==> src/rtl/owcrc_pkg.sv <==
package owcrc_pkg;

	localparam int unsigned ROM_BYTES = 8;
	localparam int unsigned CNT_W     = 4;
	localparam logic [CNT_W-1:0] COUNT_MAX = 4'hF;
	localparam logic [CNT_W-1:0] ROM_COUNT = CNT_W'(ROM_BYTES);
	localparam logic [7:0] CRC_POLY  = 8'h8C;
	localparam logic [7:0] CRC_INIT  = 8'h00;
	localparam logic [7:0] BYTE_ZERO = 8'h00;
	localparam logic [7:0] BYTE_ONES = 8'hFF;

	typedef struct packed {
		logic [7:0] crc_value;
		logic       rom_valid;
	} result_t;

	// reflected crc-8, lsb first, eight shift steps unrolled into xor logic
	function automatic logic [7:0] crc8_byte(input logic [7:0] crc, input logic [7:0] data);
		logic [7:0] c;
		logic [7:0] b;
		logic       fb;
		c = crc;
		b = data;
		for (int k = 0; k < 8; k++) begin
			fb = c[0] ^ b[0];
			c  = {1'b0, c[7:1]};
			if (fb) begin
				c = c ^ CRC_POLY;
			end
			b  = {1'b0, b[7:1]};
		end
		return c;
	endfunction

endpackage

==> src/rtl/owcrc_accum.sv <==
module owcrc_accum (
	input  logic                 clk,
	input  logic                 arst_n,
	input  logic                 step,
	input  logic [7:0]           data_byte,
	input  logic                 last_byte,
	output owcrc_pkg::result_t   result
);
	import owcrc_pkg::*;

	logic [7:0]       crc_q;
	logic             only_zeros_q;
	logic             only_ones_q;
	logic [CNT_W-1:0] count_q;

	logic [7:0]       crc_next;
	logic             only_zeros_next;
	logic             only_ones_next;
	logic [CNT_W-1:0] count_next;

	always_comb begin
		crc_next        = crc8_byte(crc_q, data_byte);
		only_zeros_next = only_zeros_q & (data_byte == BYTE_ZERO);
		only_ones_next  = only_ones_q & (data_byte == BYTE_ONES);
		count_next      = (count_q == COUNT_MAX) ? count_q : count_q + CNT_W'(1);
	end

	always_comb begin
		result.crc_value = crc_next;
		result.rom_valid = (count_next == ROM_COUNT) && !only_zeros_next &&
			!only_ones_next && (crc_next == CRC_INIT);
	end

	always_ff @(posedge clk or negedge arst_n) begin
		if (!arst_n) begin
			crc_q        <= CRC_INIT;
			only_zeros_q <= 1'b1;
			only_ones_q  <= 1'b1;
			count_q      <= '0;
		end else if (step) begin
			if (last_byte) begin
				// message done, start over for the next one
				crc_q        <= CRC_INIT;
				only_zeros_q <= 1'b1;
				only_ones_q  <= 1'b1;
				count_q      <= '0;
			end else begin
				crc_q        <= crc_next;
				only_zeros_q <= only_zeros_next;
				only_ones_q  <= only_ones_next;
				count_q      <= count_next;
			end
		end
	end

endmodule

==> config.mk <==
export PLATFORM = sky130hd
export DESIGN_NAME = owcrc_accum
export DESIGN_NICKNAME = d
export VERILOG_FILES = /design/src/rtl/owcrc_pkg.sv /design/src/rtl/owcrc_accum.sv
export SDC_FILE = /design/constraint.sdc
export NUM_CORES = 1
export LEC_CHECK = 0
export CAP_MARGIN = 20
export CORE_ASPECT_RATIO = 0.9
export CORE_MARGIN = 2
export CORE_UTILIZATION = 45
export CTS_CLUSTER_SIZE = 25
export DETAILED_ROUTE_END_ITERATION = 7
export DONT_BUFFER_PORTS = 1
export PLACE_DENSITY = 0.65
export SLEW_MARGIN = 20
export SYNTH_ARGS = -nofsm -noshare
export SYNTH_HDL_FRONTEND = slang
export SYNTH_SLANG_ARGS = --single-unit
==> constraint.sdc <==
create_clock -name clk -period 4.7 [get_ports clk]
set_input_delay 0.705 -clock clk [delete_from_list [all_inputs] [get_ports clk]]
set_output_delay 0.705 -clock clk [all_outputs]
set_load 0.01 [all_outputs]
After elaboration in Yosys (flattened, before gate mapping)
Index checks and enable logic that the tools add are counted.
{ "op_classes": {"n_bitwise": 18, "n_reduce_logical": 7, "n_addsub": 1, "n_mux": 13, "n_eq_ne": 3} }
{ "ops": {"columns": ["operator", "count"], "rows": [
  ["$mux 8", 9],
  ["$not 2->3", 8],
  ["$logic_not 8->1", 2],
  ["$eq 4x4->1 const B", 2],
  ["$eq 8x8->1 const B", 1],
  ["$mux 4", 2],
  ["$xor 1x1->1", 8],
  ["$add 4x1->4 const B", 1],
  ["$logic_and 1x1->1", 3],
  ["$and 1x1->1", 2],
  ["$logic_not 1->1", 2],
  ["$mux 1", 2]
]} }
{ "word_totals": {"word_cells": 46, "output_inout_bits": 9, "ff_bits": 14} }

Logic depth before layout (Yosys ltp)
Gate-level depths: netlist (run 1).
{ "logic_depth": {"ltp_word": 18, "ltp_mapped": 5} }

Worst setup path before layout (run 1)
No wires, ideal clock.
{ "synth_timing": {"kind": "input port to output port", "startpoint": "input port data_byte[0]", "endpoint": "output port result[0] (netlist name)", "t_arrival_ns": 2.055, "required_time_ns": 3.995, "n_path_buf": 0, "path_stages": 4, "setup_slack_ns": 1.940, "path_cell_list": "xnor2_1 xnor3_2 mux2i_1 a2111oi_2"} }
{ "synth_lines": {"columns": ["element", "line", "source"], "rows": [
  ["start: declaration", "owcrc_accum.sv:5", "input logic [7:0] data_byte,"],
  ["end: declaration", "owcrc_accum.sv:7", "output owcrc_pkg::result_t result"]
]} }

==> reports/qor.yml, run 1 <==
sta:
  tightest_slew_ns: 0.546
  setup-violations-final: 0
  hold_viol_final: 0
  finalCriticalPeriod_ns: 2.91
  clock.fmax_ghz: 0.343
  rsz0062_at_grt: "no"
  fin_setup_tns_ns: 0
  fin_skew_ns: 0.00376
  min_period_over_period_pct: 62.0
  slew_violations: 0
  relSlewSlack_pct: 63.3
  whs_ns: 0.105
clock_network:
  cts.clk_slew.worst_paths_ns: 0.09
  cts_root_buffer: "clkbuf_4"
  clock_sinks: 14
  ctsResizeCount: 0
  htree_levels: 1
  clock_latency_ns: 0.28
  clockBufferDepth: 2
  cts_buffers: 3
  cts_hold_buf: 0
  cts_tree: "done"
  post_cts_buffers: 0
worst_setup_path:
  crit_path_start: "crc_q[3]"
  endpoint: "result[0]"
  slowest_delay_ns: 0.50
  cp_data_arrival_time_ns: 2.21
  cp-end-kind: "primary output"
  cp_top_family: "XOR/XNOR gates"
  crit_buf_inv: 0
  cp_data_required_time_ns: 3.99
  critPathKind: "reg -> out"
  cp_slowest_cell: "a2111oi_2"
  cp.depth: 4
  r2r_setup_slack_ns: 2.80
  rr_endpoint: "crc_q[6]"
  critPathLaunchType: "register"
  worstReg2RegStart: "crc_q[3]"
  path_cells: "xnor2_1 -> xnor3_2 -> mux2i_1 -> a2111oi_2"
  critPathMaxFanout: 4
  rr_worst_depth: 4
placement:
  dpl.hpwl_um: 1640
  portBuffers: 0
  dpl-instance-area_mm2: 0.00104
  gp_congestion: 0.863
power_and_ir_drop:
  power.leakage_nw: 0.452
  peakVddDrop_mv: 0.520
  powerDensity_mw_per_mm2: 717
  totalPowerFinal_w: 0.000769
routing:
  drc: 0
  first_pass_iters: 4
  drtIter0Drc: 12
  postRouteAntennaNets: 0
  vias_per_cell: 5.94
  wire_per_inst_um: 17.0
  via_count: 731
  wl_um: 2090
yosys:
  syn_area_per_cell_um2: 10.8
  synth.distinct_cells: 40
  synth_top_area_share_pct: 29.9
  ys_seq_area_share_pct: 35.1
  synth.ff_latch_count: 14
  netlist_instances: 93
  syn_area_mm2: 0.00101
  yosysTopAreaCell: "dfrtp_1"
  ys_top_cells_by_area: "dfrtp_1 30%, xnor2_1 10%, xnor3_1 9.0%"
  yosysWarningCount: 0
  synth_nets: 106
status:
  status: "finished, final reports clean"
grt:
  grt_use_total_pct: 18.8
  grt_pass1_wl_um: 3440
  overflow: 0
  antenna_found_initial: 0
  grt_pass1_vias: 694
  grt_max_degree: 15
final_layout:
  nets: 110
  antennaDiodeCount: 0
  utilization_pct: 50.1
  drive_above_1_share_pct: 12.5
  final_area_mm2: 0.00107
  syn_to_final_growth_pct: 6.59
floorplanning:
  die_area_mm2: 0.00263
  num_rows: 16
  ios: 21
  dieWidth_um: 53.8
  start_util_pct: 47.0
  fp.dieH_um: 48.9
  core-area_mm2: 0.00214
job:
  maxCapViolations: 0
min_path:
  hp-class: "in -> async"
Yosys cell counts, drive strengths merged:
| cell | n |
|---|---|
| nand4b | 1 |
| a21oi | 4 |
| o211ai | 1 |
| mux2i | 1 |
| dfrtp | 12 |
| nor4 | 1 |
| dfstp | 2 |
| clkinv | 1 |
| and3b | 2 |
| nor2 | 7 |
| nand3b | 1 |
| mux2 | 1 |
| nand2b | 1 |
| nand4 | 2 |
| o2bb2ai | 5 |
| a41oi | 1 |
| nand4bb | 1 |
| o21a | 1 |
| xor2 | 1 |
| o21bai | 1 |
| o2111ai | 1 |
| clkbuf | 1 |
| nand2 | 3 |
| and2 | 1 |
| or3 | 2 |
| a21boi | 1 |
| a22o | 4 |
| o22ai | 1 |
| nand3 | 3 |
| nor3 | 1 |
| a31oi | 1 |
| o2111a | 1 |
| inv | 5 |
| xnor3 | 5 |
| ha | 1 |
| xnor2 | 14 |
| a2111oi | 1 |
stage by stage:
step,instances,setup slack [ns]
2_1_floorplan,93,1.94
3_3_place_gp,119,1.88
3_5_place_dp,119,1.80
4_1_cts,123,1.77
5_1_grt,123,1.65
6_report,123,1.79
kinds of logic after synthesis:
| family | share of synthesized area [%] |
|---|---|
| AND/OR/NAND/NOR | 14.6 |
| XOR/XNOR | 25.9 |
| AO/OA/AOI/OAI | 18.5 |
| flip-flops | 35.1 |
| buffers and inverters | 2.61 |
| multiplexers | 2.11 |
| adder cells (fa/ha/maj) | 1.24 |
layout by cell type, fill, tap and decap left out, types with 2 or more instances in the layout:
| cell | instances |
|---|---|
| a21oi_1 | 4 |
| a22o_1 | 3 |
| and3b_1 | 2 |
| clkbuf_4 | 3 |
| dfrtp_1 | 12 |
| dfstp_2 | 2 |
| inv_1 | 5 |
| nand2_1 | 3 |
| nand3_1 | 3 |
| nand4_1 | 2 |
| nor2_1 | 7 |
| o2bb2ai_1 | 5 |
| or3_1 | 2 |
| xnor2_1 | 12 |
| xnor2_2 | 2 |
| xnor3_1 | 4 |
per-layer routing:
layer	up-vias	routed length, um	GRT usage, %
li1	351	-	-
met1	359	977	27.3
met2	19	968	26.2
met3	2	128	5.83
met4	0	19	6.41
met5	-	0	0
registers in the layout, indices dropped and copies added, names as in the netlist:
name and flops:
crc_q 8, count_q 4, only_ones_q 1, only_zeros_q 1
area by class of cell:
type | instances | area [um^2]
fill | 184 | 1070
clock buffer | 4 | 36.3
inverter | 6 | 22.5
multi-input combinational | 72 | 627
sequential | 14 | 353
tap | 27 | 33.8
worst reg2reg max path: cells and delay by family, from the launching register on:
kind	cells	cell delay (ns)
XOR/XNOR	3	1.24
flip-flops	1	0.40
AO/OA/AOI/OAI	1	0.20
worst min path at each step:
stage	start	end	slack, ns	depth (start not counted)
CTS	arst_n	count_q[3]	0.1	0
floorplan	arst_n	count_q[0]	0.41	0
finish	arst_n	crc_q[3]	0.11	0
global placement	arst_n	crc_q[0]	0.41	0
detailed placement	arst_n	crc_q[0]	0.41	0
global route	arst_n	crc_q[2]	0.08	0
power by group:
part / switching [W] / total, W / internal, W
clock: 0.0000403 / 0.0000875 / 0.0000471
combinational: 0.000275 / 0.000500 / 0.000225
sequential: 0.0000279 / 0.000181 / 0.000153
total: 0.000343 / 0.000769 / 0.000425
No activity file was read; power rests on OpenSTA's default activity.
==> run 2, diff against run 1 <==
==> constraint.sdc (replaced) <==
create_clock -name clk -period 2.9 [get_ports clk]
set_input_delay 0.435 -clock clk [delete_from_list [all_inputs] [get_ports clk]]
set_output_delay 0.435 -clock clk [all_outputs]
set_load 0.01 [all_outputs]
==> run 2 against run 1 <==
  * First-iteration DRC count shrank 50%
  * Die area is the same
  * Combinational power grew 62%
  * Clock skew grew 0.0035 ns
  * Setup slack lost 1.5 ns
  * Worst hold slack gained 0.12 ns
==> reports/qor.yml, run 2 (same netlist as run 1, synthesis figures left out) <==
final_layout:
  final_area_mm2: 0.00108  # +0.93%
  drive_above_1_share_pct: 12.4  # -0.13 points
  layout_common_cells: "12 x xnor2_1, 12 x dfrtp_1, 7 x nor2_1"
  antennaDiodeCount: 0  # unchanged
  nets: 111  # +0.91%
  largest-register: "crc_q"
  largest_reg_flops: 8  # unchanged
  biggestRegsByFlops: "crc_q: 8 flops, count_q: 4 flops"
  syn_to_final_growth_pct: 7.59
routing:
  via_count: 731  # unchanged
  wl_um: 2120  # +1.4%
  vias_per_cell: 5.90  # -0.81%
  drtIter0Drc: 6  # -6
  first_pass_iters: 4  # unchanged
  wire_per_inst_um: 17.1  # +0.57%
  postRouteAntennaNets: 0  # unchanged
  drc: 0  # unchanged
power_and_ir_drop:
  switching_share_pct: 44.7  # about the same
  p_sw_w: 0.000557  # +62%
  power.leakage_nw: 0.456  # +0.92%
  clockPowerShare_pct: 11.3  # about the same
  peakVddDrop_mv: 0.824  # +58%
  sequentialPowerShare_pct: 23.6  # about the same
  p_comb_share_pct: 65.0  # about the same
  powerDensity_mw_per_mm2: 1150  # +61%
  p_int_w: 0.000690  # +62%
floorplanning:
  core-area_mm2: 0.00214  # unchanged
  die_area_mm2: 0.00263  # unchanged
  dieWidth_um: 53.8  # unchanged
  fp.dieH_um: 48.9  # unchanged
  num_rows: 16  # unchanged
  ios: 21  # unchanged
  start_util_pct: 47.0  # unchanged
grt:
  grt_pass1_vias: 738  # +6.3%
  grt_pass1_wl_um: 3510  # +1.8%
  grt_use_total_pct: 18.9  # +0.086 points
  grt_max_degree: 15  # unchanged
  antenna_found_initial: 0  # unchanged
  overflow: 0  # unchanged
sta:
  clock.fmax_ghz: 0.384
  tightest_slew_ns: 0.679  # +0.133 ns
  finalCriticalPeriod_ns: 2.61
  fin_skew_ns: 0.00731  # +0.00355 ns
  whs_ns: 0.223  # +0.118 ns
  slew_violations: 0  # unchanged
  min_period_over_period_pct: 89.9
  hold_viol_final: 0  # unchanged
  setup-violations-final: 0  # unchanged
  relSlewSlack_pct: 54.6  # -8.7 points
  rsz0062_at_grt: "no"
  fin_setup_tns_ns: 0  # unchanged
worst_setup_path:
  r2r_setup_slack_ns: 0.99  # -1.81 ns
  rr_endpoint: "crc_q[6]"
  critPathKind: "reg -> out"
  cp-end-kind: "primary output"
  cp_data_required_time_ns: 2.47  # -1.52 ns
  cp_data_arrival_time_ns: 2.17  # -0.04 ns
  worstReg2RegStart: "crc_q[3]"
  critPathMaxFanout: 4  # unchanged
  rr_worst_depth: 4  # unchanged
  critPathLaunchType: "register"
clock_network:
  clock_latency_ns: 0.28  # about the same
  cts_buffers: 3  # unchanged
  post_cts_buffers: 0  # unchanged
  clockBufferDepth: 2  # unchanged
  cts.clk_slew.worst_paths_ns: 0.09  # about the same
  clock_sinks: 14  # unchanged
  cts_tree: "done"
  cts_root_buffer: "clkbuf_4"
  htree_levels: 1  # unchanged
min_path:
  min_path_cells: 1
  min_to: "count_q[0]"
  hp-start: "last_byte"
  hp-class: "in -> reg"
placement:
  gp_congestion: 0.848  # -1.7%
  dpl-instance-area_mm2: 0.00104  # unchanged
  dpl.hpwl_um: 1660  # +1.5%
  portBuffers: 0  # unchanged
job:
  maxCapViolations: 0  # unchanged
status:
  status: "finished, final reports clean"
[run 2: through the flow]
stage               instances  setup WS (ns)  total power (W)  utilization (%)
floorplan                  93          0.680         0.000990                -
CTS                       124          0.273          0.00126             50.5
finish                    124          0.294          0.00125             50.5
detailed placement        119          0.564          0.00111             48.4
global route              124          0.125          0.00134             50.5
global placement          119          0.627          0.00110             48.4
[run 2: worst max path at each step]
stage                 start  cells after the start   endpoint
6_report           crc_q[3]                      4  result[0]
3_5_place_dp   data_byte[0]                      4  result[0]
4_1_cts            crc_q[0]                      4  result[0]
2_1_floorplan  data_byte[0]                      4  result[0]
5_1_grt            crc_q[3]                      4  result[0]
3_3_place_gp   data_byte[0]                      4  result[0]
[run 2: worst max-delay path, stage by stage (launching register included)]
cell	delay, ns
dfrtp_1	0.40
xnor2_1	0.38
xnor3_2	0.49
mux2i_1	0.15
a2111oi_2	0.46
[run 2: cell type report]
class / count / area, um^2
Fill cell: 192 / 1060
Clock buffer: 4 / 36.3
Inverter: 6 / 22.5
Tap cell: 27 / 33.8
Sequential cell: 14 / 353
Timing Repair Buffer: 1 / 10.0
Multi-Input combinational cell: 72 / 627
[run 2: repair_timing]
item | CTS | global route
hold endpoints to repair | 14 | 0
resized for setup | 0 | 0
hold buffers | 1 | 0
[run 2: power by group through the flow]
| stage | Clock, W | Sequential, W | Combinational [W] |
|---|---|---|---|
| 2_1_floorplan | 0 | 0.000289 | 0.000701 |
| 3_3_place_gp | 0 | 0.000296 | 0.000802 |
| 3_5_place_dp | 0 | 0.000297 | 0.000811 |
| 4_1_cts | 0.000147 | 0.000294 | 0.000818 |
| 5_1_grt | 0.000157 | 0.000301 | 0.000883 |
| 6_report | 0.000141 | 0.000295 | 0.000811 |
[run 2: per-layer routing]
layer | share of wire [%] | global-route usage, % | routed length [um] | vias to the layer above
met5 | 0 | 0 | 0 | -
met4 | 0.99 | 6.41 | 21 | 0
met1 | 48 | 26.2 | 1020 | 357
met3 | 4.2 | 4.91 | 89 | 2
li1 | - | - | - | 353
met2 | 47 | 28.3 | 995 | 19
==> run 3, diff against run 2 <==
--- a/config.mk
+++ b/config.mk
@@ -5,6 +5,7 @@
 export SDC_FILE = /design/constraint.sdc
 export NUM_CORES = 1
 export LEC_CHECK = 0
+export ABC_AREA = 1
 export CAP_MARGIN = 20
 export CORE_ASPECT_RATIO = 0.9
 export CORE_MARGIN = 2
==> run 3 against run 2 <==
  * Sequential power down 4%
  * Critical path depth rose by 3
  * Fmax increased by 14%
  * Flip-flop and latch count is the same
  * Via count grew 55%
  * Clock power grew 4%
  * Count of clock-buffer cells in the layout unchanged
  * Design area increased by 13%
  * Non-clock buffer count is the same
==> reports/qor.yml, run 3 <==
status:
  status: "finished, final reports clean"
placement:
  placed_cells: 211  # +77%
  dpl.hpwl_um: 2190  # +32%
  gp_congestion: 0.872  # +2.8%
  post-place-ws_ns: 0.939  # +0.374 ns
  portBuffers: 0  # unchanged
worst_setup_path:
  critPathMaxFanout: 4  # unchanged
  cp_data_required_time_ns: 2.47  # about the same
  critPathLaunchType: "register"
  r2r_setup_slack_ns: 1.44  # +0.45 ns
  worstReg2RegStart: "crc_q[0]"
  rr_endpoint: "crc_q[1]"
  cp_data_arrival_time_ns: 1.86  # -0.31 ns
  critPathKind: "reg -> out"
  rr_worst_depth: 7  # +3
  cp-end-kind: "primary output"
grt:
  grt_pass1_wl_um: 4770  # +36%
  grt_use_total_pct: 21.4  # +2.5 points
  grt_max_degree: 15  # unchanged
  grt_pass1_vias: 1078  # +46%
  overflow: 0  # unchanged
  antenna_found_initial: 0  # unchanged
sta:
  setup-violations-final: 0  # unchanged
  whs_ns: 0.228  # +0.00548 ns
  rsz0062_at_grt: "no"
  relSlewSlack_pct: 53.9  # -0.67 points
  setup_ws_ns: 0.608  # +0.314 ns
  min_period_over_period_pct: 79.0  # -11 points
  slew_violations: 0  # unchanged
  finalCriticalPeriod_ns: 2.29  # -0.314 ns
  tightest_slew_ns: 0.689  # +0.00994 ns
  fin_setup_tns_ns: 0  # unchanged
  fin_skew_ns: 0.00460  # -0.00271 ns
  clock.fmax_ghz: 0.436  # +14%
  hold_viol_final: 0  # unchanged
final_layout:
  largest-register: "crc_q"
  syn_to_final_growth_pct: 6.63
  nets: 202  # +82%
  antennaDiodeCount: 0  # unchanged
  largest_reg_flops: 8  # unchanged
  drive_above_1_share_pct: 19.1  # +6.8 points
  final_common_cell: "nand2_1"
  stdcell_count: 216  # +74%
  biggestRegsByFlops: "crc_q: 8 flops, count_q: 4 flops"
  layout_common_cells: "73 x nand2_1, 17 x inv_1, 17 x nand2_2"
min_path:
  hp-class: "in -> reg"
  min_to: "count_q[3]"
  min_path_cells: 1  # unchanged
  hp-start: "step"
yosys:
  synth_most_common_cell: "nand2_1"
  ys_top_cells_by_area: "dfrtp_1 26%, nand2_1 24%, nand2_2 9.2%"
  synth.ff_latch_count: 14  # unchanged
  synth.distinct_cells: 23  # -43%
  netlist_instances: 184  # +98%
  ys_seq_area_share_pct: 30.7  # -4.4 points
  yosysWarningCount: 0  # unchanged
  synth_edf_count: 0  # unchanged
  yosysTopAreaCell: "dfrtp_1"
  syn_area_mm2: 0.00115  # +14%
  async_flop_share_pct: 100  # unchanged
  synth_common_cells: "73 x nand2_1, 17 x inv_1, 17 x nand2_2"
  ys.flop_type: "dfrtp_1"
  synth_nets: 197  # +86%
  synth_top_area_share_pct: 26.1  # -3.8 points
  syn_area_per_cell_um2: 6.26  # -42%
routing:
  drtIter0Drc: 43  # +37
  wl_um: 2720  # +28%
  vias_per_cell: 5.24  # -11%
  via_count: 1132  # +55%
  postRouteAntennaNets: 0  # unchanged
  drc: 0  # unchanged
  first_pass_iters: 5  # +1
  wire_per_inst_um: 12.6  # -26%
power_and_ir_drop:
  sequentialPowerShare_pct: 27.7  # +4.1 points
  p_sw_w: 0.000518  # -6.9%
  p_comb_share_pct: 57.8  # -7.2 points
  peakVddDrop_mv: 0.600  # -27%
  switching_share_pct: 50.9  # +6.3 points
  totalPowerFinal_w: 0.00102  # -18%
  clockPowerShare_pct: 14.5  # +3.2 points
  power.leakage_nw: 0.654  # +43%
  powerDensity_mw_per_mm2: 829  # -28%
  p_int_w: 0.000499  # -28%
floorplanning:
  start_util_pct: 47.1  # +0.096 points
  ios: 21  # unchanged
  fp.dieH_um: 52.0  # +6.4%
  dieWidth_um: 57.3  # +6.4%
  num_rows: 17  # +1
  core-area_mm2: 0.00245  # +14%
  die_area_mm2: 0.00298  # +13%
clock_network:
  cts.clk_slew.worst_paths_ns: 0.09  # about the same
  cts_root_buffer: "clkbuf_4"
  clock_latency_ns: 0.29  # about the same
  clockBufferDepth: 2  # unchanged
  cts_tree: "done"
  clock_sinks: 14  # unchanged
  post_cts_buffers: 0  # unchanged
  cts_buffers: 3  # unchanged
  htree_levels: 1  # unchanged
job:
  maxCapViolations: 0  # unchanged
## run 3: worst max path at each step
stage	from	to	slack, ns	cells past startpoint
floorplan	count_q[1]	result[0]	1.09	7
global placement	count_q[1]	result[0]	0.92	7
detailed placement	count_q[1]	result[0]	0.94	7
CTS	count_q[1]	result[0]	0.61	7
global route	count_q[1]	result[0]	0.37	9
finish	count_q[1]	result[0]	0.61	7
## run 3: critical path, cell delays in order (launching register included)
cell      delay, ns
dfrtp_1        0.42
ha_1           0.21
nand3_1        0.16
a21boi_0       0.27
nand3_1        0.11
nor2_1         0.12
nand3_1        0.09
nor2_2         0.19
## run 3: layout make-up
class	instances	area [um^2]
Clock buffer	4	36.3
Fill cell	252	1220
Inverter	25	93.8
Multi-Input combinational cell	144	699
Sequential cell	14	353
Tap cell	28	35.0
Timing Repair Buffer	1	10.0
## run 3: metal layers
metal	GRT usage (%)	vias to the layer above	wire, um
li1	-	582	-
met1	29.4	520	1330
met2	33.3	28	1210
met3	6.22	2	171
met4	4.65	0	14
met5	0	-	0
## run 3: metrics by stage
stage	util [%]	area [um^2]
2_1_floorplan	-	1150
4_1_cts	50.2	1230
5_1_grt	50.2	1230
3_3_place_gp	48.3	1180
6_report	50.2	1230
3_5_place_dp	48.3	1180
## run 3: cells by family after synthesis
family / after synthesis / synth area share [%]
and+or+nand+nor: 123 / 47.7
buffers and inverters: 26 / 8.59
AOI/OAI and AO/OA: 14 / 7.39
DFF: 14 / 30.7
xor gates and xnor gates: 6 / 4.57
adders and majority gates: 1 / 1.09
## run 3: timing repair
| item | CTS | global route |
|---|---|---|
| endpoints found under the hold margin | 14 | 0 |
| endpoints found under the setup margin | 0 | 0 |
| resized for setup | 0 | 0 |
| hold buffers | 1 | 0 |
## run 3: power by group through the flow
stage	logic [W]	clock network, W	registers, W
after floorplan	0.000485	0	0.000278
after global placement	0.000568	0	0.000282
after detailed placement	0.000580	0	0.000286
after CTS	0.000588	0.000151	0.000282
after global routing	0.000671	0.000163	0.000289
final	0.000588	0.000147	0.000282
